--- src/rtl/ihbf_pkg.sv ---
`default_nettype none

package ihbf_pkg;

    localparam int LANES      = 4;
    localparam int MAX_COMP   = 4;
    localparam int MAX_WIDTH  = 4096;
    localparam int MAX_HEIGHT = 4096;
    localparam int ROW_AW     = $clog2(MAX_WIDTH);
    localparam int CNT_W      = 12;
    localparam int DIM_W      = 13;
    localparam int LANE_W     = 8;
    localparam int SUM_W      = 9;
    localparam int PIX_W      = LANES * LANE_W;
    localparam int ROW_W      = LANES * SUM_W;
    localparam int QDEPTH     = 2;
    localparam int QAW        = $clog2(QDEPTH);

    // register map, word index
    localparam logic [1:0] REG_HALVE_MODE  = 2'd0;
    localparam logic [1:0] REG_IMAGE_WIDTH = 2'd1;
    localparam logic [1:0] REG_IMAGE_HGT   = 2'd2;
    localparam logic [1:0] REG_COMP_COUNT  = 2'd3;

    localparam logic [1:0] MODE_BOTH  = 2'd0;
    localparam logic [1:0] MODE_HORIZ = 2'd1;
    localparam logic [1:0] MODE_VERT  = 2'd2;

    typedef struct packed {
        logic [1:0]       halve_mode;
        logic [DIM_W-1:0] width;
        logic [DIM_W-1:0] height;
        logic [2:0]       comp_count;
    } t_cfg;

    typedef enum logic [1:0] {
        K_STORE = 2'd0,
        K_BOX   = 2'd1,
        K_PAIR  = 2'd2,
        K_VERT  = 2'd3
    } t_kind;

    typedef struct packed {
        t_kind             kind;
        logic [ROW_AW-1:0] idx;
        logic [ROW_W-1:0]  sum;
        logic              row_end;
        logic              frame_end;
    } t_op;

endpackage

`default_nettype wire

--- src/rtl/ihbf_queue.sv ---
`default_nettype none

module ihbf_queue (
    input  logic          i_clk,
    input  logic          i_rst_n,
    input  logic          i_push,
    input  ihbf_pkg::t_op i_op,
    output logic          o_full,
    input  logic          i_pop,
    output logic          o_valid,
    output ihbf_pkg::t_op o_op
);
    import ihbf_pkg::*;

    t_op              r_slot [QDEPTH];
    logic [QAW-1:0]   r_wr_ptr;
    logic [QAW-1:0]   r_rd_ptr;
    logic [QAW:0]     r_count;
    logic             do_push;
    logic             do_pop;

    assign o_full  = (r_count == (QAW+1)'(QDEPTH));
    assign o_valid = (r_count != '0);
    assign o_op    = r_slot[r_rd_ptr];
    assign do_push = i_push && !o_full;
    assign do_pop  = i_pop && o_valid;

    always_ff @(posedge i_clk) begin
        if (!i_rst_n) begin
            r_wr_ptr <= '0;
            r_rd_ptr <= '0;
            r_count  <= '0;
        end else begin
            if (do_push) r_wr_ptr <= r_wr_ptr + QAW'(1);
            if (do_pop)  r_rd_ptr <= r_rd_ptr + QAW'(1);
            if (do_push && !do_pop) begin
                r_count <= r_count + (QAW+1)'(1);
            end else if (do_pop && !do_push) begin
                r_count <= r_count - (QAW+1)'(1);
            end
        end
    end

    always_ff @(posedge i_clk) begin
        if (do_push) r_slot[r_wr_ptr] <= i_op;
    end

endmodule

`default_nettype wire

--- config.mk ---
export PLATFORM = sky130hd
export DESIGN_NAME = ihbf_queue
export DESIGN_NICKNAME = d
export VERILOG_FILES = /design/src/rtl/ihbf_pkg.sv /design/src/rtl/ihbf_queue.sv
export SDC_FILE = /design/constraint.sdc
export NUM_CORES = 1
export LEC_CHECK = 0
export BUFFER_PORTS_ARGS = -buffer_cell sky130_fd_sc_hd__buf_2
export CAP_MARGIN = 10
export CORE_ASPECT_RATIO = 1.75
export CORE_MARGIN = 5
export CORE_UTILIZATION = 50
export DETAILED_ROUTE_END_ITERATION = 10
export PLACE_DENSITY = 0.75
export SYNTH_ARGS = -nofsm -noshare
export SYNTH_HDL_FRONTEND = slang
export SYNTH_SLANG_ARGS = --single-unit
--- constraint.sdc ---
create_clock -name i_clk -period 4.65 [get_ports i_clk]
set_input_delay 0.93 -clock i_clk [delete_from_list [all_inputs] [get_ports i_clk]]
set_output_delay 0.93 -clock i_clk [all_outputs]
set_load 0.01 [all_outputs]
==> results of run 1 <==
-- synthesized netlist by cell type (all sizes together) --
master	count
mux2	52
nand2b	1
and3	1
or2	1
ha	1
o21ai	2
o21a	1
nor3	1
nor2	1
edfxtp	104
a21boi	2
dfxtp	5
xnor2	2
inv	2
xor2	1
or3	1
and2	3
buf	6
-- cells by family after synthesis --
family	after synthesis	share of synthesized area
AOI/OAI and AO/OA	5	0.00816
xor gates and xnor gates	3	0.00659
adders and majority gates	1	0.00314
buffers and inverters	8	0.0125
DFF	109	0.808
muxes	52	0.147
and+or+nand+nor	9	0.0144
-- worst max-delay path by stage --
| stage | endpoint | slack [ps] | cells past startpoint |
|---|---|---|---|
| 6_report | o_op[13] | 1710 | 3 |
| 5_1_grt | o_op[29] | 1560 | 3 |
| 3_3_place_gp | r_slot[0][7]$_DFFE_PP_ | 1980 | 4 |
| 2_1_floorplan | r_slot[0][0]$_DFFE_PP_ | 1130 | 2 |
| 4_1_cts | o_op[13] | 1620 | 3 |
| 3_5_place_dp | r_slot[0][46]$_DFFE_PP_ | 1950 | 4 |
-- final cells by class --
type | instances | area, um^2 | share of cell area
clock buffers | 10 | 239 | 0.0480
clock inverters | 6 | 109 | 0.0218
inverters | 2 | 7.51 | 0.00151
multi-input cells | 70 | 722 | 0.145
flip-flops and latches | 109 | 3220 | 0.647
well taps | 90 | 113 | 0.0226
repair buffers | 112 | 568 | 0.114
-- critical path, cell delays in order (launching register included) --
cell and delay [ps]:
sky130_fd_sc_hd__dfxtp_2 670, sky130_fd_sc_hd__buf_4 460, sky130_fd_sc_hd__mux2_2 400, sky130_fd_sc_hd__buf_2 140
-- registers in the layout, summed over array words and instances, names as in the netlist, named ones only --
register	cells
r_count	2
r_rd_ptr	1
r_slot	104
r_wr_ptr	1
-- power breakdown --
part	total [mW]	switching (mW)	internal [mW]	leakage, nW
Clock	0.860	0.320	0.541	0.173
Combinational	0.641	0.327	0.314	0.700
Sequential	1.30	0.0616	1.24	1.01
-- layer usage --
metal	vias up	global-route usage	wire [um]
li1	964	-	-
met1	988	0.146	2500
met2	55	0.260	3910
met3	14	0.0408	364
met4	4	0.0668	142
met5	-	0	27
-- per-stage QoR --
stage	area, um^2	hold WS (ps)	setup WS [ps]	power (mW)
final	4980	525	1710	2.80
after global routing	4980	569	1560	2.92
after CTS	4980	527	1620	2.83
after detailed placement	4630	517	1950	1.98
after global placement	4630	495	1980	1.96
after floorplan	3990	479	1130	1.73
==> results.txt, run 1 <==
----------------------------------------------------
[Run]
  Max-cap viol count ... 0

[Logic synthesis]
  Share of the yosys chip area belonging to registers ... 0.808
  Synth Cell Area ... ~4000 um^2
  Netlist cell types ... 22
  Synth Area per Inst ... 21.3 um^2
  Synthesized netlist cell count ... 187
  Total nets after synthesis ... 244
  Area share of the leading cell type in the synthesized netlist ... 0.783
  Post-synthesis sequential element count ... between 100 and 150
  Area leader, netlist ... sky130_fd_sc_hd__edfxtp_1
  Syn. warnings ... 0
  Synth top area cells ... sky130_fd_sc_hd__edfxtp_1 (78%), sky130_fd_sc_hd__mux2_2 (15%), sky130_fd_sc_hd__dfxtp_1 (2.5%)

[Global route]
  Number of antenna violations at the first check in global routing ... 2
  Remaining Overflow, GRT ... 0
  Vias in the first global route ... ~2.2k
  Overall global routing resource usage ... 0.142
  Pin count of the biggest net entering global routing ... 40
  Wire length of the first global-routing pass ... 10600 um

[Floorplan]
  Number of cell rows ... 43
  Die area ... between 9000 and 10000 um^2
  I/O pin cnt ... 110
  Floorplan die width ... between 70 and 80 um
  Initial standard-cell utilization of the core ... 0.508
  Placeable core area ... just under 8000 um^2
  Chip Height ... between 100 and 150 um

[Setup path]
  Startpoint of the lowest-slack register-to-register path ... r_count[0]$_SDFFE_PN0P_
  Worst r2r dst ... r_slot[0][32]$_DFFE_PP_
  Crit start category ... register
  Critical path start-end classification ... reg2out
  Maximum fanout encountered on the critical timing path ... 30
  Critical Path RT ... around 3700 ps
  Register-to-register path setup slack ... between 2000 and 2500 ps
  CP arrival ... roughly 2000 ps
  Number of cells on the worst reg-to-reg path ... 4
  Crit. End Element ... output pin

[Timing]
  Post-route minimum period ... roughly 3000 ps
  Unrepaired setup endpoints after global routing ... no
  Slew HR ... 0.523
  Slew at the pin closest to its max-slew limit ... between 700 and 800 ps
  Total negative slack ... 0 ps
  Final Hold Vio Count ... 0
  Final setup fails ... 0
  Final max-slew violation count ... 0
  Fmax ... 340 MHz
  Final cycle utilization of the critical path ... 0.633
  Max Clock Skew ... roughly 4.6 ps

[Drt]
  Iteration count of the initial detailed-routing pass ... 4
  # DRC ... 0
  Antenna Violating Nets Remaining ... 0
  Overall routed net length ... about 6900 um
  Overall via count from detail_route ... 2025
  Post-detailed-route via-to-cell ratio ... 5.08
  Mean routed wirelength per cell ... 17.4 um
  Violation count after the first detailed-routing iteration ... about 120

[Clocking]
  Maximum clock insertion buffer count ... 2
  Level count of the clock H-tree ... 3
  CTS sink count ... 109
  Quantity of gates resized following cts ... 0
  Total CTS buffers ... 9
  Later-pin clock latency in the skew report ... 340 ps
  CTS hold repair buffers ... 0
  Clock-pin transition on the worst setup and hold timing paths ... ~60 ps
  TritonCTS clock tree ... done
  Buffer count from post-CTS setup fixing ... 0
  Root Buffer ... sky130_fd_sc_hd__clkbuf_16

[Hold path]
  Worst Hold Path Cells ... 2
  Worst hold path class ... reg2reg
  Worst Hold Launch ... r_count[1]$_SDFFE_PN0P_
  Worst Hold Path EP ... r_count[1]$_SDFFE_PN0P_

[Power]
  Power per cell area ... about 560 nW/um^2
  Leakage power ... approximately 1.9 nW
  Peak supply drop ... about 0.00033 V

[Layout]
  Filler cell count ... between 500 and 600
  Leading cell types in the layout, fill and taps excluded ... sky130_fd_sc_hd__buf_2 (109), sky130_fd_sc_hd__edfxtp_1 (104), sky130_fd_sc_hd__mux2_2 (52), sky130_fd_sc_hd__clkbuf_16 (9), sky130_fd_sc_hd__dfxtp_1 (4)
  Layout area overhead ... 24.9%
  Inserted Diodes ... 0
  Share of post-route cells with drive strength above 1 ... 0.599
  Non-filler cells, final ... 399
  Final layout net count ... ~360
  Finished Core Util ... 0.634
  Leading cell type in the layout, fill and taps excluded ... sky130_fd_sc_hd__buf_2

[Placed design]
  Gpl congestion ... between 0.7 and 0.8
  Count of buffers from port buffering ... 109
  Detailed Place HPWL ... ~4800 um
  Placed cell count ... approximately 380

[Status]
  Run status ... finished clean

----------------------------------------------------
No activity file was read; power rests on OpenSTA's default activity.
==> run 2: changes to the inputs <==
--- a/config.mk
+++ b/config.mk
@@ -9,9 +9,9 @@
 export CAP_MARGIN = 10
 export CORE_ASPECT_RATIO = 1.75
 export CORE_MARGIN = 5
-export CORE_UTILIZATION = 50
+export CORE_UTILIZATION = 46
 export DETAILED_ROUTE_END_ITERATION = 10
-export PLACE_DENSITY = 0.75
+export PLACE_DENSITY = 0.72
 export SYNTH_ARGS = -nofsm -noshare
 export SYNTH_HDL_FRONTEND = slang
 export SYNTH_SLANG_ARGS = --single-unit
==> constraint.sdc (replaced) <==
create_clock -name i_clk -period 2.7 [get_ports i_clk]
set_input_delay 0.54 -clock i_clk [delete_from_list [all_inputs] [get_ports i_clk]]
set_output_delay 0.54 -clock i_clk [all_outputs]
set_load 0.01 [all_outputs]
==> run 2 against run 1 <==
  * Utilization is 5.3 points lower
  * Global-route usage hardly changed
  * Largest cell class unchanged
  * Non-clock buffer count is 3 higher
  * Cell count is 7.5% higher
  * Worst setup slack worse by 1100 ps
  * Critical path depth stayed put
  * Die area is 7.8% higher
  * Routed wire length is 0.17% lower
  * Largest power group unchanged
  * Via count hardly changed
==> results.txt, run 2 (synthesis gave the netlist of run 1 again) <==
----------------------------------------------------
[Clocking]
  Maximum clock insertion buffer count ... 2
  CTS hold repair buffers ... 0
  Later-pin clock latency in the skew report ... approximately 330 ps
  Root Buffer ... sky130_fd_sc_hd__clkbuf_16
  TritonCTS clock tree ... done
  CTS sink count ... between 100 and 150
  Level count of the clock H-tree ... 3
  Quantity of gates resized following cts ... 0
  Clock-pin transition on the worst setup and hold timing paths ... 70 ps
  Total CTS buffers ... 9
  Buffer count from post-CTS setup fixing ... 0

[Layout]
  Final layout net count ... 364
  Leading cell types in the layout, fill and taps excluded ... sky130_fd_sc_hd__buf_2 (109), sky130_fd_sc_hd__edfxtp_1 (104), sky130_fd_sc_hd__mux2_2 (52), sky130_fd_sc_hd__clkbuf_16 (9), sky130_fd_sc_hd__buf_4 (6)
  Most flops, register ... r_slot
  Area occupied by registers ... ~3200 um^2
  Finished Core Util ... 0.581
  Leading cell type in the layout, fill and taps excluded ... sky130_fd_sc_hd__buf_2
  Layout area overhead ... 24.7%
  Share of post-route cells with drive strength above 1 ... 0.590
  Filler cell count ... 699
  Number of flip-flops in the largest register ... between 100 and 150
  Biggest regs ... r_slot: 104 flops, r_count: 2 flops
  Inserted Diodes ... 0
  Footprint of the multi-input gates ... 722 um^2

[Setup path]
  Maximum fanout encountered on the critical timing path ... 26
  Critical Path RT ... approximately 2200 ps
  Critical path start-end classification ... reg2out
  Crit start category ... register
  Crit. End Element ... output pin
  CP arrival ... between 1500 and 2000 ps

[Timing]
  Max Clock Skew ... roughly 8.0 ps
  Fmax ... 484 MHz
  Unrepaired setup endpoints after global routing ... no
  Final cycle utilization of the critical path ... 0.765
  Final Hold Vio Count ... 0
  Final max-slew violation count ... 0
  Slew HR ... 0.710
  Slew at the pin closest to its max-slew limit ... roughly 430 ps
  Post-route minimum period ... 2070 ps
  Final setup fails ... 0
  Total negative slack ... 0 ps

[Floorplan]
  Die area ... about 11000 um^2
  Chip Height ... approximately 130 um
  Placeable core area ... about 8600 um^2
  Initial standard-cell utilization of the core ... 0.466
  Number of cell rows ... 45
  Floorplan die width ... 80.4 um
  I/O pin cnt ... 110

[Power]
  Leakage power ... 1.86 nW
  Part of the power in combinational logic ... 0.254
  Cell Int Power ... 3.39 mW
  Peak supply drop ... approximately 0.00049 V
  Clock Power Share ... 0.268
  Sw power ... 1.19 mW
  Reg power frac ... 0.478
  Power per cell area ... approximately 920 nW/um^2
  Fraction of power spent switching nets ... 0.260

[Placed design]
  Gpl congestion ... roughly 0.68
  Detailed Place HPWL ... roughly 4800 um
  Count of buffers from port buffering ... approximately 110

[Global route]
  Overall global routing resource usage ... 0.142
  Vias in the first global route ... approximately 2.2k
  Pin count of the biggest net entering global routing ... 33
  Number of antenna violations at the first check in global routing ... 1
  Remaining Overflow, GRT ... 0
  Wire length of the first global-routing pass ... 11000 um

[Drt]
  Routed length on met3 ... between 400 and 500 um
  Violation count after the first detailed-routing iteration ... approximately 130
  Iteration count of the initial detailed-routing pass ... 4
  Detailed-route wire length on metal 1 ... 2410 um
  Overall routed net length ... 6930 um
  Post-detailed-route via-to-cell ratio ... ~4.7
  Mean routed wirelength per cell ... between 15 and 20 um
  Antenna Violating Nets Remaining ... 0
  Met2 wire len ... between 3000 and 4000 um
  Overall via count from detail_route ... just over 2k
  # DRC ... 0
  Highest signal layer in the routed design ... met5

[Status]
  Run status ... finished clean

[Run]
  Max-cap viol count ... 0

[Hold path]
  Worst hold path class ... in2reg

----------------------------------------------------
## run 2: changes by cell type in the layout (fill, tap and decap cells not counted)
cell	previous run	this run
sky130_fd_sc_hd__clkbuf_8	1	0
sky130_fd_sc_hd__inv_6	1	0
sky130_fd_sc_hd__clkinv_2	2	1
sky130_fd_sc_hd__buf_4	3	6
sky130_fd_sc_hd__bufinv_16	3	1
sky130_fd_sc_hd__clkbuf_1	0	1
sky130_fd_sc_hd__clkinv_1	0	3
sky130_fd_sc_hd__clkinvlp_4	0	1
## run 2: per-stage QoR
step / hold slack, ps / instance area (um^2) / power, mW / std cells / worst slack, ps
after global placement: 503 / 4690 / 3.40 / 413 / 976
after CTS: 375 / 4970 / 4.66 / 429 / 591
final: 394 / 4970 / 4.58 / 429 / 635
after floorplan: 479 / 3990 / 2.99 / 187 / 377
after detailed placement: 519 / 4690 / 3.42 / 413 / 965
after global routing: 367 / 4970 / 4.84 / 429 / 548
## run 2: final timing paths
kind,start,end,slack [ps],cells past startpoint
worst max-delay path,register,o_op[32],630,3
worst min-delay path,i_op[51],r_slot[1][51]$_DFFE_PP_,390,1
worst max register to register,r_count[0]$_SDFFE_PN0P_,r_count[1]$_SDFFE_PN0P_,1090,6
worst min register to register,r_count[1]$_SDFFE_PN0P_,r_count[1]$_SDFFE_PN0P_,530,2
## run 2: worst max-delay path, stage by stage, from the launching register on
cell	delay [ps]
sky130_fd_sc_hd__dfxtp_2	320
sky130_fd_sc_hd__buf_4	320
sky130_fd_sc_hd__mux2_2	400
sky130_fd_sc_hd__buf_2	140
## run 2: power by group through the flow
stage | sequential, mW | combinational (mW) | clock [mW]
after floorplan | 2.21 | 0.776 | 0
after global routing | 2.21 | 1.28 | 1.35
after global placement | 2.21 | 1.18 | 0
after CTS | 2.19 | 1.20 | 1.26
final | 2.19 | 1.16 | 1.23
after detailed placement | 2.23 | 1.19 | 0
## run 2: cell type report
type	instances	area share
sequential	109	0.648
multi-input combinational	70	0.145
timing repair buffer	115	0.119
clock buffer	10	0.0460
tap	117	0.0294
clock inverter	6	0.0108
inverter	2	0.00151
## run 2: layer usage
| metal | up-vias | track usage |
|---|---|---|
| met3 | 9 | 0.0494 |
| met1 | 994 | 0.143 |
| met2 | 51 | 0.253 |
| met4 | 2 | 0.0677 |
| li1 | 970 | - |
| met5 | - | 0 |
