**config.mk**
```make
export PLATFORM = sky130hd
export DESIGN_NAME = ihbf_front
export DESIGN_NICKNAME = d
export VERILOG_FILES = /design/src/rtl/ihbf_pkg.sv /design/src/rtl/ihbf_front.sv
export SDC_FILE = /design/constraint.sdc
export NUM_CORES = 1
export LEC_CHECK = 0
export BUFFER_PORTS_ARGS = -buffer_cell sky130_fd_sc_hd__buf_2
export CAP_MARGIN = 5
export CORE_MARGIN = 10
export CORE_UTILIZATION = 35
export CTS_CLUSTER_DIAMETER = 200
export CTS_CLUSTER_SIZE = 28
export DETAILED_ROUTE_END_ITERATION = 16
export PLACE_DENSITY_LB_ADDON = 0.25
export SYNTH_ARGS = -nofsm -noshare
export SYNTH_HDL_FRONTEND = slang
export SYNTH_SLANG_ARGS = --single-unit
```
**constraint.sdc**
```tcl
create_clock -name i_clk -period 5.15 [get_ports i_clk]
set_input_delay 1.03 -clock i_clk [delete_from_list [all_inputs] [get_ports i_clk]]
set_output_delay 1.03 -clock i_clk [all_outputs]
set_load 0.05 [all_outputs]
```
**src/rtl/ihbf_pkg.sv**
```systemverilog
`default_nettype none

package ihbf_pkg;

    localparam int LANES      = 4;
    localparam int MAX_COMP   = 4;
    localparam int MAX_WIDTH  = 4096;
    localparam int MAX_HEIGHT = 4096;
    localparam int ROW_AW     = $clog2(MAX_WIDTH);
    localparam int CNT_W      = 12;
    localparam int DIM_W      = 13;
    localparam int LANE_W     = 8;
    localparam int SUM_W      = 9;
    localparam int PIX_W      = LANES * LANE_W;
    localparam int ROW_W      = LANES * SUM_W;
    localparam int QDEPTH     = 2;
    localparam int QAW        = $clog2(QDEPTH);

    // register map, word index
    localparam logic [1:0] REG_HALVE_MODE  = 2'd0;
    localparam logic [1:0] REG_IMAGE_WIDTH = 2'd1;
    localparam logic [1:0] REG_IMAGE_HGT   = 2'd2;
    localparam logic [1:0] REG_COMP_COUNT  = 2'd3;

    localparam logic [1:0] MODE_BOTH  = 2'd0;
    localparam logic [1:0] MODE_HORIZ = 2'd1;
    localparam logic [1:0] MODE_VERT  = 2'd2;

    typedef struct packed {
        logic [1:0]       halve_mode;
        logic [DIM_W-1:0] width;
        logic [DIM_W-1:0] height;
        logic [2:0]       comp_count;
    } t_cfg;

    typedef enum logic [1:0] {
        K_STORE = 2'd0,
        K_BOX   = 2'd1,
        K_PAIR  = 2'd2,
        K_VERT  = 2'd3
    } t_kind;

    typedef struct packed {
        t_kind             kind;
        logic [ROW_AW-1:0] idx;
        logic [ROW_W-1:0]  sum;
        logic              row_end;
        logic              frame_end;
    } t_op;

endpackage

`default_nettype wire

```
**src/rtl/ihbf_front.sv**
```systemverilog
`default_nettype none

module ihbf_front (
    input  logic                       i_clk,
    input  logic                       i_rst_n,
    input  logic                       i_valid,
    input  logic [ihbf_pkg::PIX_W-1:0] i_data,
    input  ihbf_pkg::t_cfg             i_cfg,
    input  logic                       i_restart,
    input  logic                       i_q_full,
    output logic                       o_ready,
    output logic                       o_push,
    output ihbf_pkg::t_op              o_op
);
    import ihbf_pkg::*;

    logic [CNT_W-1:0]  r_col, n_col;
    logic [CNT_W-1:0]  r_row, n_row;
    logic [PIX_W-1:0]  r_held, n_held;

    logic              cfg_ok;
    logic              accept;
    logic              emit;
    logic [PIX_W-1:0]  pix;
    logic [ROW_W-1:0]  pair_sum;
    logic [ROW_W-1:0]  pix_wide;
    logic [DIM_W-1:0]  col13, row13;
    logic [DIM_W-1:0]  w_even, h_even;
    logic [CNT_W-1:0]  col_half_nx, row_half_nx;
    logic              half_rend, half_fend;

    assign o_ready = !i_q_full;
    assign accept  = i_valid && !i_q_full;

    // configuration sanity, pixels are swallowed when it fails
    always_comb begin
        cfg_ok = 1'b1;
        if (i_cfg.halve_mode > MODE_VERT || i_cfg.comp_count == 3'd0) cfg_ok = 1'b0;
        if (i_cfg.width == '0 || i_cfg.width > DIM_W'(MAX_WIDTH)) cfg_ok = 1'b0;
        if (i_cfg.height == '0 || i_cfg.height > DIM_W'(MAX_HEIGHT)) cfg_ok = 1'b0;
        if (i_cfg.halve_mode != MODE_VERT && i_cfg.width < DIM_W'(2)) cfg_ok = 1'b0;
        if (i_cfg.halve_mode != MODE_HORIZ && i_cfg.height < DIM_W'(2)) cfg_ok = 1'b0;
    end

    // unused lanes forced to zero up front
    always_comb begin
        for (int k = 0; k < LANES; k++) begin
            if (k < MAX_COMP && i_cfg.comp_count > 3'(k)) begin
                pix[k*LANE_W +: LANE_W] = i_data[k*LANE_W +: LANE_W];
            end else begin
                pix[k*LANE_W +: LANE_W] = '0;
            end
            pair_sum[k*SUM_W +: SUM_W] = SUM_W'(r_held[k*LANE_W +: LANE_W])
                                       + SUM_W'(pix[k*LANE_W +: LANE_W]);
            pix_wide[k*SUM_W +: SUM_W] = SUM_W'(pix[k*LANE_W +: LANE_W]);
        end
    end

    assign col13       = DIM_W'(r_col);
    assign row13       = DIM_W'(r_row);
    assign w_even      = {i_cfg.width[DIM_W-1:1], 1'b0};
    assign h_even      = {i_cfg.height[DIM_W-1:1], 1'b0};
    assign col_half_nx = CNT_W'(r_col[CNT_W-1:1]) + CNT_W'(1);
    assign row_half_nx = CNT_W'(r_row[CNT_W-1:1]) + CNT_W'(1);
    assign half_rend   = (col_half_nx == i_cfg.width[DIM_W-1:1]);
    assign half_fend   = (row_half_nx == i_cfg.height[DIM_W-1:1]);

    always_comb begin
        emit           = 1'b0;
        n_held         = r_held;
        o_op.kind      = K_STORE;
        o_op.idx       = ROW_AW'(r_col);
        o_op.sum       = pair_sum;
        o_op.row_end   = 1'b0;
        o_op.frame_end = 1'b0;
        unique case (i_cfg.halve_mode)
            MODE_BOTH: begin
                if (col13 < w_even && row13 < h_even) begin
                    if (!r_col[0]) begin
                        n_held = pix;
                    end else begin
                        emit     = 1'b1;
                        o_op.idx = ROW_AW'(r_col[CNT_W-1:1]);
                        if (r_row[0]) begin
                            o_op.kind      = K_BOX;
                            o_op.row_end   = half_rend;
                            o_op.frame_end = half_rend && half_fend;
                        end
                    end
                end
            end
            MODE_HORIZ: begin
                if (col13 < w_even) begin
                    if (!r_col[0]) begin
                        n_held = pix;
                    end else begin
                        emit           = 1'b1;
                        o_op.kind      = K_PAIR;
                        o_op.row_end   = half_rend;
                        o_op.frame_end = half_rend && (row13 + DIM_W'(1) == i_cfg.height);
                    end
                end
            end
            MODE_VERT: begin
                if (row13 < h_even) begin
                    emit     = 1'b1;
                    o_op.sum = pix_wide;
                    if (r_row[0]) begin
                        o_op.kind      = K_VERT;
                        o_op.row_end   = (col13 + DIM_W'(1) == i_cfg.width);
                        o_op.frame_end = o_op.row_end && half_fend;
                    end
                end
            end
            default: begin
                emit = 1'b0;
            end
        endcase
    end

    assign o_push = accept && cfg_ok && emit;

    // raster position
    always_comb begin
        n_col = r_col;
        n_row = r_row;
        if (i_restart) begin
            n_col = '0;
            n_row = '0;
        end else if (accept && cfg_ok) begin
            if (col13 + DIM_W'(1) >= i_cfg.width) begin
                n_col = '0;
                if (row13 + DIM_W'(1) >= i_cfg.height) begin
                    n_row = '0;
                end else begin
                    n_row = r_row + CNT_W'(1);
                end
            end else begin
                n_col = r_col + CNT_W'(1);
            end
        end
    end

    always_ff @(posedge i_clk) begin
        if (!i_rst_n) begin
            r_col  <= '0;
            r_row  <= '0;
            r_held <= '0;
        end else begin
            r_col <= n_col;
            r_row <= n_row;
            if (accept && cfg_ok) r_held <= n_held;
        end
    end

endmodule

`default_nettype wire

```
==> results of run 1 <==
[registers in the layout, summed over array words and instances (netlist names)]
register and flops:
r_col 12, r_held 32, r_row 12
[logic make-up after synthesis]
kind of cell	share of synthesized area (%)
multiplexers	2.70
adder cells (fa/ha/maj)	17.0
AND/OR/NAND/NOR	26.6
XOR/XNOR	9.06
buffers and inverters	6.75
AO/OA/AOI/OAI	21.1
flip-flops	16.8
[final timing paths]
| path | startpoint | end | slack (ns) |
|---|---|---|---|
| hold reg to reg | r_held[5]$_SDFFE_PN0P_ | r_held[5]$_SDFFE_PN0P_ | 0.46 |
| setup / recovery | r_col[1]$_SDFFE_PP0P_ | o_op[0] | 0.28 |
| hold / removal | r_held[5]$_SDFFE_PN0P_ | r_held[5]$_SDFFE_PN0P_ | 0.46 |
| setup reg to reg | r_col[1]$_SDFFE_PP0P_ | r_row[2]$_SDFFE_PP0P_ | 1.31 |
[where the power goes]
part	total, mW	internal (mW)	switching (mW)
Combinational	0.337	0.108	0.229
Clock	0.386	0.195	0.191
Sequential	0.436	0.435	0.00168
Total	1.16	0.737	0.422
[synthesized netlist by cell type, types with 10 or more instances]
cell	n
clkbuf_1	15
nand4_1	17
nand3_2	28
o21ai_0	41
a21oi_1	34
nor2b_1	17
xnor2_1	46
ha_1	84
and2_1	24
xor2_1	23
mux2_2	16
nand2_1	99
nor3_1	19
inv_1	41
nand3_1	28
a21o_1	17
dfxtp_1	56
a22o_1	10
o21ai_2	32
nor2_1	35
[routing by layer]
metal	routed length [um]	vias to the layer above	part of all wire, %	GRT usage, %
met5	12	-	0.066	0
met4	234	2	1.3	3.97
met3	889	17	4.9	2.96
met2	8350	100	46	23.0
met1	8760	2767	48	19.0
li1	-	3127	-	-
[cell type report]
type                            count  share of cell area, %
Clock buffer                        6                   1.84
Clock inverter                      2                  0.199
Inverter                           41                   2.04
Multi-Input combinational cell    681                   67.7
Sequential cell                    56                   14.9
Tap cell                          234                   3.88
Timing Repair Buffer              134                   9.49
[worst register-to-register path: cells and delay by family (launching register included)]
kind            cells  cell delay, ns
simple gates        5            1.13
flops               1            0.46
fa+ha+maj           2            0.62
xor+xnor            1            0.25
buf+inv             1            0.25
compound gates      5            1.09
==> impl_metrics.yaml, run 1 <==
status:
  outcome: "finished clean"
detailed_routing:
  drtPass1Iterations: 5
  drcViolationCount: 0
  post_drt_via_cell_ratio: 5.21
  drtAntennaViolNets: 0
  num_vias: 6013
  wire_per_inst_um: 15.8
  drt_iter0_markers: 197
  routed_wl_um: 18200
worst_setup_path:
  cp-end-kind: "primary output"
  cp_max_fo: 6
  max_stage_delay_ns: 0.52
  crit_slowest_cell: "or4b_1"
  worstSetupPathType: "flop to primary output"
  cpLargestDelayFamily: "simple AND/OR/NAND/NOR gates"
  critPathLaunchType: "flop"
  critical_path_buf_inv_count: 1
  crit_chain: "ha_1 > nand3_1 > nor2_1 > nand3_1 > nor2_1 > xor2_1 > ha_1 > nand4_1 > nor2_1 > nand3_1 > or4b_1 > a22oi_1 > buf_2"
  reg2reg_depth: 14
  arrival_ns: 3.84
  critPathRequiredTime_ns: 4.12
  cp.depth: 13
yosys:
  synth_area_per_cell_um2: 8.11
  synthesis.area_um2: 6670
  synth-async-reset-ratio_pct: 0
  synth.top_cells.by_area: "dfxtp_1, ha_1, xnor2_1"
  yosysTopAreaCell: "dfxtp_1"
  synth_edf_count: 0
  synth.top_cell.area_share_pct: 16.8
  synth_nets: 979
  ys_seq_area_share_pct: 16.8
  synth.distinct_cells: 77
  netlist_instances: 823
  yosysWarnings: 0
  ys_seq_elements: 56
  synth_ff_type: "dfxtp_1"
clock_network:
  cts_sinks: 56
  numCtsBuffers: 5
  cts-hold-fix-buffers: 0
  cts-root-buf: "clkbuf_16"
  cts_tree: "yes"
  cts_resized: 0
  cts_setup_buffers: 0
  cts.clk_slew.worst_paths_ns: 0.09
  clk_latency_ns: 0.32
  h-tree-depth: 2
  cts_buffer_depth: 2
timing:
  hold_ws_ns: 0.461
  min_period_ns: 4.87
  worst_pin_slew_ns: 0.951
  final.setup_skew_ns: 0.0114
  timing.final.crit_share_pct: 94.5
  setup-tns-final_ns: 0
  relSlewSlack_pct: 36.6
  setup_slack_ns: 0.282
  rsz0062_at_grt: "false"
  max_freq_mhz: 205
  slew_violations: 0
  hold_viol: 0
  setup_viol: 0
grt:
  grt_pass1_wl_um: 29200
  antenna_found_initial: 1
  grt_pass1_vias: 5763
  grt_max_degree: 66
  grt-ovfl-total: 0
  grtUsageTotal_pct: 14.3
finish:
  drive_gt1_share_pct: 27.5
  fin_area_um2: 7540
  layout_commonest_cell: "buf_2"
  seqCellArea_um2: 1120
  layout_common_cells: "buf_2, nand2_1, ha_1"
  nets: 1075
  finish.utilization_pct: 40.3
  antenna_cells: 0
  final_cells: 1154
  fill_cells: 1957
  syn_to_final_growth_pct: 13.0
  multi_input_area_um2: 5100
run:
  max-cap-violations: 0
power:
  total_power_mw: 1.16
  cellPowerDensity_nw_per_um2: 154
  peakVddDrop_v: 0.000123
  power_leakage_nw: 3.37
min_path:
  min_path_type: "flop to flop"
  hold_depth: 2
floorplan:
  ios: 122
  rows: 50
  core_area_um2: 18700
  die-area_um2: 25000
  die_w_um: 158
  die_h_um: 158
  start_util_pct: 35.7
place:
  dp_slack_ns: 0.487
  dpl.hpwl_um: 14600
  portBuffers: 121
  gp_congestion: 0.877
  post_dp_cell_area_um2: 7390
  post-place-cells: 1146
(Power assumes the default switching activity.)
==> run 2, diff against run 1 <==
--- a/config.mk
+++ b/config.mk
@@ -5,6 +5,7 @@
 export SDC_FILE = /design/constraint.sdc
 export NUM_CORES = 1
 export LEC_CHECK = 0
+export ABC_AREA = 1
 export BUFFER_PORTS_ARGS = -buffer_cell sky130_fd_sc_hd__buf_2
 export CAP_MARGIN = 5
 export CORE_MARGIN = 10
==> impl_metrics.yaml, run 2 <==
status:
  outcome: "finished clean"
clock_network:
  cts_buffer_depth: 2
  cts.clk_slew.worst_paths_ns: 0.07
  cts_tree: "yes"
  cts_resized: 0
  clk_latency_ns: 0.30
  cts_sinks: 56
  cts-hold-fix-buffers: 0
  h-tree-depth: 2
  cts-root-buf: "clkbuf_16"
  numCtsBuffers: 5
  cts_setup_buffers: 0
yosys:
  yosysWarnings: 0
  yosysMostFrequentCell: "nand2_1"
  synth_area_per_cell_um2: 5.91
  synth_top_family_by_area: "simple AND/OR/NAND/NOR gates"
  synth_ff_type: "dfxtp_1"
  netlist_instances: 1152
  synth_edf_count: 0
  synthXorXnorAreaFrac_pct: 6.17
  synthAdderAreaFrac_pct: 16.6
  synth.distinct_cells: 31
  yosysTopAreaCell: "nand2_1"
  synth.top_cells.by_area: "nand2_1, dfxtp_1, ha_1"
  synthSimpleGateAreaFrac_pct: 36.3
  synthMuxAreaShare_pct: 0
  ys_seq_area_share_pct: 16.5
  synth.top_cell.area_share_pct: 17.0
  synthesis.area_um2: 6810
  ys_seq_elements: 56
  synthTopCellsByCount: "nand2_1, inv_1, nor2_1"
  synth-async-reset-ratio_pct: 0
  synth-compound-area-share_pct: 12.6
  synth_nets: 1308
detailed_routing:
  wire_per_inst_um: 13.3
  drtAntennaViolNets: 0
  drcViolationCount: 0
  post_drt_via_cell_ratio: 4.79
  drt_iter0_markers: 397
  routed_wl_um: 20000
  num_vias: 7225
  drtPass1Iterations: 4
min_path:
  min_path_type: "flop to flop"
  hp-start: "r_held[31]$_SDFFE_PN0P_"
  min_to: "r_held[31]$_SDFFE_PN0P_"
  hold_depth: 2
worst_setup_path:
  crit_chain: "buf_2 > inv_1 > ha_1 > nand2_1 > inv_1 > nand2_1 > nand2_1 > nand2_1 > nand2_1 > nor2_1 > nand3_1 > inv_1 > nand2_1 > inv_1 > nand2_1 > o21ai_0 > buf_2"
  cp_max_fo: 17
  crit_slowest_cell: "ha_1"
  crit_path_frequent_cell: "nand2_1"
  critPathLaunchType: "primary input"
  critPathRequiredTime_ns: 4.12
  worstSetupPathType: "primary input to primary output"
  cpLargestDelayFamily: "simple AND/OR/NAND/NOR gates"
  critical_path_buf_inv_count: 6
  reg2reg_depth: 16
  max_stage_delay_ns: 0.32
  arrival_ns: 3.51
  r2r_end: "r_col[7]$_SDFFE_PP0P_"
  cp-end-kind: "primary output"
  ff2ff_setup_slack_ns: 1.15
  r2r-start: "r_col[2]$_SDFFE_PP0P_"
grt:
  grtUsageTotal_pct: 15.3
  grt-ovfl-total: 0
  use_met2_pct: 24.8
  grt_pass1_wl_um: 33400
  use_met1_pct: 20.6
  use_met3_pct: 2.63
  antenna_found_initial: 0
  grt.busiest_layer: "met2"
  grt_pass1_vias: 6812
  grt_max_degree: 48
floorplan:
  die_w_um: 160
  rows: 50
  ios: 122
  core_area_um2: 19000
  die-area_um2: 25400
  start_util_pct: 35.9
  die_h_um: 160
timing:
  setup-tns-final_ns: 0
  min_period_ns: 4.54
  worst_pin_slew_ns: 0.760
  timing.final.crit_share_pct: 88.2
  setup_viol: 0
  max_freq_mhz: 220
  final.setup_skew_ns: 0.00514
  hold_viol: 0
  slew_violations: 0
  setup_slack_ns: 0.609
  relSlewSlack_pct: 49.2
  rsz0062_at_grt: "false"
power:
  power_leakage_nw: 4.33
  cellPowerDensity_nw_per_um2: 152
  peakVddDrop_v: 0.000111
finish:
  top_regs: "r_held: 32 flops, r_col: 12 flops, r_row: 12 flops"
  finish.utilization_pct: 40.9
  largest_reg_flops: 32
  nets: 1404
  antenna_cells: 0
  final_cells: 1509
  syn_to_final_growth_pct: 13.8
  layout_commonest_cell: "nand2_1"
  layout_common_cells: "nand2_1, inv_1, nor2_1"
  drive_gt1_share_pct: 11.5
  regMostFlops: "r_held"
place:
  portBuffers: 121
  gp_congestion: 0.876
  dp_slack_ns: 0.611
  dpl.hpwl_um: 16500
  post-place-cells: 1501
run:
  max-cap-violations: 0
run 2: changes by cell type in the layout (fill, tap and decap cells not counted), sizes merged, moves of 16 or more:
cell / delta
nand2: +212
inv: +123
nor2: +97
a21oi: +53
nand3: +42
xnor2: -37
and2: -25
nor2b: -17
mux2: -16
xor2: +16
run 2: metal layers:
metal  share of wire, %  vias up
li1                   -     3887
met1                 51     3175
met2                 43      148
met3                4.5       15
met4                1.4        0
met5                  0        -
run 2: tightest hold or removal path: cells and delay by family, from the launching register on:
family,cells,cell delay (ns)
AND/OR/NAND/NOR,1,0.08
flip-flops,1,0.34
AO/OA/AOI/OAI,1,0.05
run 2: worst max-delay path by stage:
stage / startpoint / end / slack, ns / cells past startpoint
3_3_place_gp: i_cfg[2] / o_op[10] / 0.67 / 19
6_report: i_cfg[24] / o_op[39] / 0.61 / 17
5_1_grt: i_cfg[2] / o_op[10] / 0.29 / 19
2_1_floorplan: i_cfg[2] / o_op[3] / 0.58 / 11
3_5_place_dp: i_cfg[2] / o_op[10] / 0.61 / 19
4_1_cts: i_cfg[2] / o_op[10] / 0.61 / 19
run 2: per-stage QoR:
| stage | cell area (um2) | total power, mW | hold WS [ns] |
|---|---|---|---|
| after floorplan | 6810 | 0.727 | 0.458 |
| after global placement | 7600 | 0.832 | 0.474 |
| after detailed placement | 7600 | 0.833 | 0.479 |
| after CTS | 7750 | 1.20 | 0.503 |
| after global routing | 7750 | 1.26 | 0.529 |
| final | 7750 | 1.18 | 0.498 |
run 2: report_power, final:
| part | internal (mW) | total [mW] | leakage, nW | switching (mW) |
|---|---|---|---|---|
| Sequential | 0.437 | 0.442 | 0.452 | 0.00461 |
| Combinational | 0.109 | 0.380 | 3.81 | 0.270 |
| Clock | 0.195 | 0.357 | 0.0701 | 0.163 |
| Total | 0.741 | 1.18 | 4.33 | 0.438 |
run 2: cell type report:
type                    instances  area, um2
clock buffers                   7        143
clock inverters                 1       7.51
fillers                      2106      11200
inverters                     164        618
multi-input cells             894       4890
flip-flops and latches         56       1120
well taps                     260        325
repair buffers                127        651
run 2: logic make-up (layout without fill, tap and decap cells):
family | count (synthesis) | count (layout)
AOI/OAI and AO/OA | 164 | 164
xor gates and xnor gates | 48 | 48
adders and majority gates | 88 | 88
buffers and inverters | 202 | 299
DFF | 56 | 56
and+or+nand+nor | 594 | 594
==> run 3, diff against run 2 <==
==> constraint.sdc (replaced) <==
create_clock -name i_clk -period 5.15 [get_ports i_clk]
set_input_delay 0.515 -clock i_clk [delete_from_list [all_inputs] [get_ports i_clk]]
set_output_delay 0.515 -clock i_clk [all_outputs]
set_load 0.05 [all_outputs]
==> impl_metrics.yaml, run 3 (same netlist as run 2, synthesis figures left out) <==
timing:
  relSlewSlack_pct: 47.9
  max_freq_mhz: 260
  timing.final.crit_share_pct: 74.7
  slew_violations: 0
  setup_viol: 0
  setup-tns-final_ns: 0
  rsz0062_at_grt: "false"
  worst_pin_slew_ns: 0.779
  final.setup_skew_ns: 0.00682
  hold_viol: 0
  min_period_ns: 3.85
grt:
  grt_pass1_wl_um: 33100
  grt-ovfl-total: 0
  grt_pass1_vias: 6798
  grtUsageTotal_pct: 15.1
  grt_max_degree: 58
  antenna_found_initial: 0
detailed_routing:
  drtPass1Iterations: 5
  num_vias: 7138
  drcViolationCount: 0
  wire_per_inst_um: 13.2
  drt_iter0_markers: 382
  post_drt_via_cell_ratio: 4.73
  drtAntennaViolNets: 0
  routed_wl_um: 19900
finish:
  layout_commonest_cell: "nand2_1"
  fin_area_um2: 7740
  top_regs: "r_held: 32 flops, r_col: 12 flops, r_row: 12 flops"
  largest_reg_flops: 32
  final_cells: 1508
  fill_cells: 2090
  layout_common_cells: "nand2_1, inv_1, nor2_1"
  nets: 1403
  antenna_cells: 0
  multi_input_area_um2: 4890
  drive_gt1_share_pct: 11.5
  syn_to_final_growth_pct: 13.7
  regMostFlops: "r_held"
  seqCellArea_um2: 1120
  finish.utilization_pct: 40.9
clock_network:
  cts-root-buf: "clkbuf_16"
  cts_buffer_depth: 2
  cts.clk_slew.worst_paths_ns: 0.07
  h-tree-depth: 2
  numCtsBuffers: 5
  cts_setup_buffers: 0
  clk_latency_ns: 0.30
  cts_sinks: 56
  cts-hold-fix-buffers: 0
  cts_resized: 0
  cts_tree: "yes"
floorplan:
  core_area_um2: 19000
  rows: 50
  die_w_um: 160
  start_util_pct: 35.9
  ios: 122
  die_h_um: 160
  die-area_um2: 25400
place:
  post_dp_cell_area_um2: 7590
  dpl.hpwl_um: 16300
  gp_congestion: 0.865
  portBuffers: 121
  post-place-cells: 1500
status:
  outcome: "finished clean"
power:
  peakVddDrop_v: 0.000108
  total_power_mw: 1.18
  power_leakage_nw: 4.33
  cellPowerDensity_nw_per_um2: 152
run:
  max-cap-violations: 0
min_path:
  min_path_type: "flop to flop"
worst_setup_path:
  cp_max_fo: 9
  critPathRequiredTime_ns: 4.64
  cp-end-kind: "primary output"
  worstSetupPathType: "flop to primary output"
  arrival_ns: 3.33
  critPathLaunchType: "flop"
-- run 3: path summary, 6_finish.rpt --
kind | cells past startpoint | endpoint | slack (ns) | from
max | 13 | o_op[0] | 1.30 | r_row[0]$_SDFFE_PP0P_
min | 2 | r_held[29]$_SDFFE_PN0P_ | 0.50 | r_held[29]$_SDFFE_PN0P_
max reg2reg | 16 | r_col[4]$_SDFFE_PP0P_ | 1.42 | r_col[0]$_SDFFE_PP0P_
min reg2reg | 2 | r_held[29]$_SDFFE_PN0P_ | 0.50 | r_held[29]$_SDFFE_PN0P_
-- run 3: layer usage --
metal	up-vias	GRT usage, %	wire, um
li1	3874	-	-
met1	3089	21.0	10200
met2	164	24.2	8600
met3	11	2.35	959
met4	0	2.78	170
met5	-	0	0
-- run 3: worst max-delay path: stages (launching register included) --
cell and delay [ns]:
dfxtp_1 0.52, ha_1 0.23, inv_1 0.07, nor3_1 0.37, nand2_1 0.11, xor2_1 0.20
inv_1 0.06, ha_1 0.31, nand4_1 0.12, nor3_1 0.23, nor3b_1 0.31, nand4_1 0.13
nand3_1 0.09, buf_2 0.26
-- run 3: per-stage QoR --
step	hold slack (ns)	worst slack (ns)
floorplan	0.458	1.61
global placement	0.473	1.41
detailed placement	0.480	1.31
CTS	0.499	1.28
global route	0.515	0.868
finish	0.499	1.30
-- run 3: final cells by class --
class / instances / share of cell area, %
repair buffers: 126 / 8.31
well taps: 260 / 4.20
flip-flops and latches: 56 / 14.5
inverters: 164 / 7.98
clock buffers: 7 / 1.84
multi-input cells: 894 / 63.1
clock inverters: 1 / 0.0969
-- run 3: power breakdown --
group | internal (mW) | total (mW) | switching (mW)
logic | 0.109 | 0.379 | 0.270
clock network | 0.194 | 0.356 | 0.162
registers | 0.437 | 0.442 | 0.00463
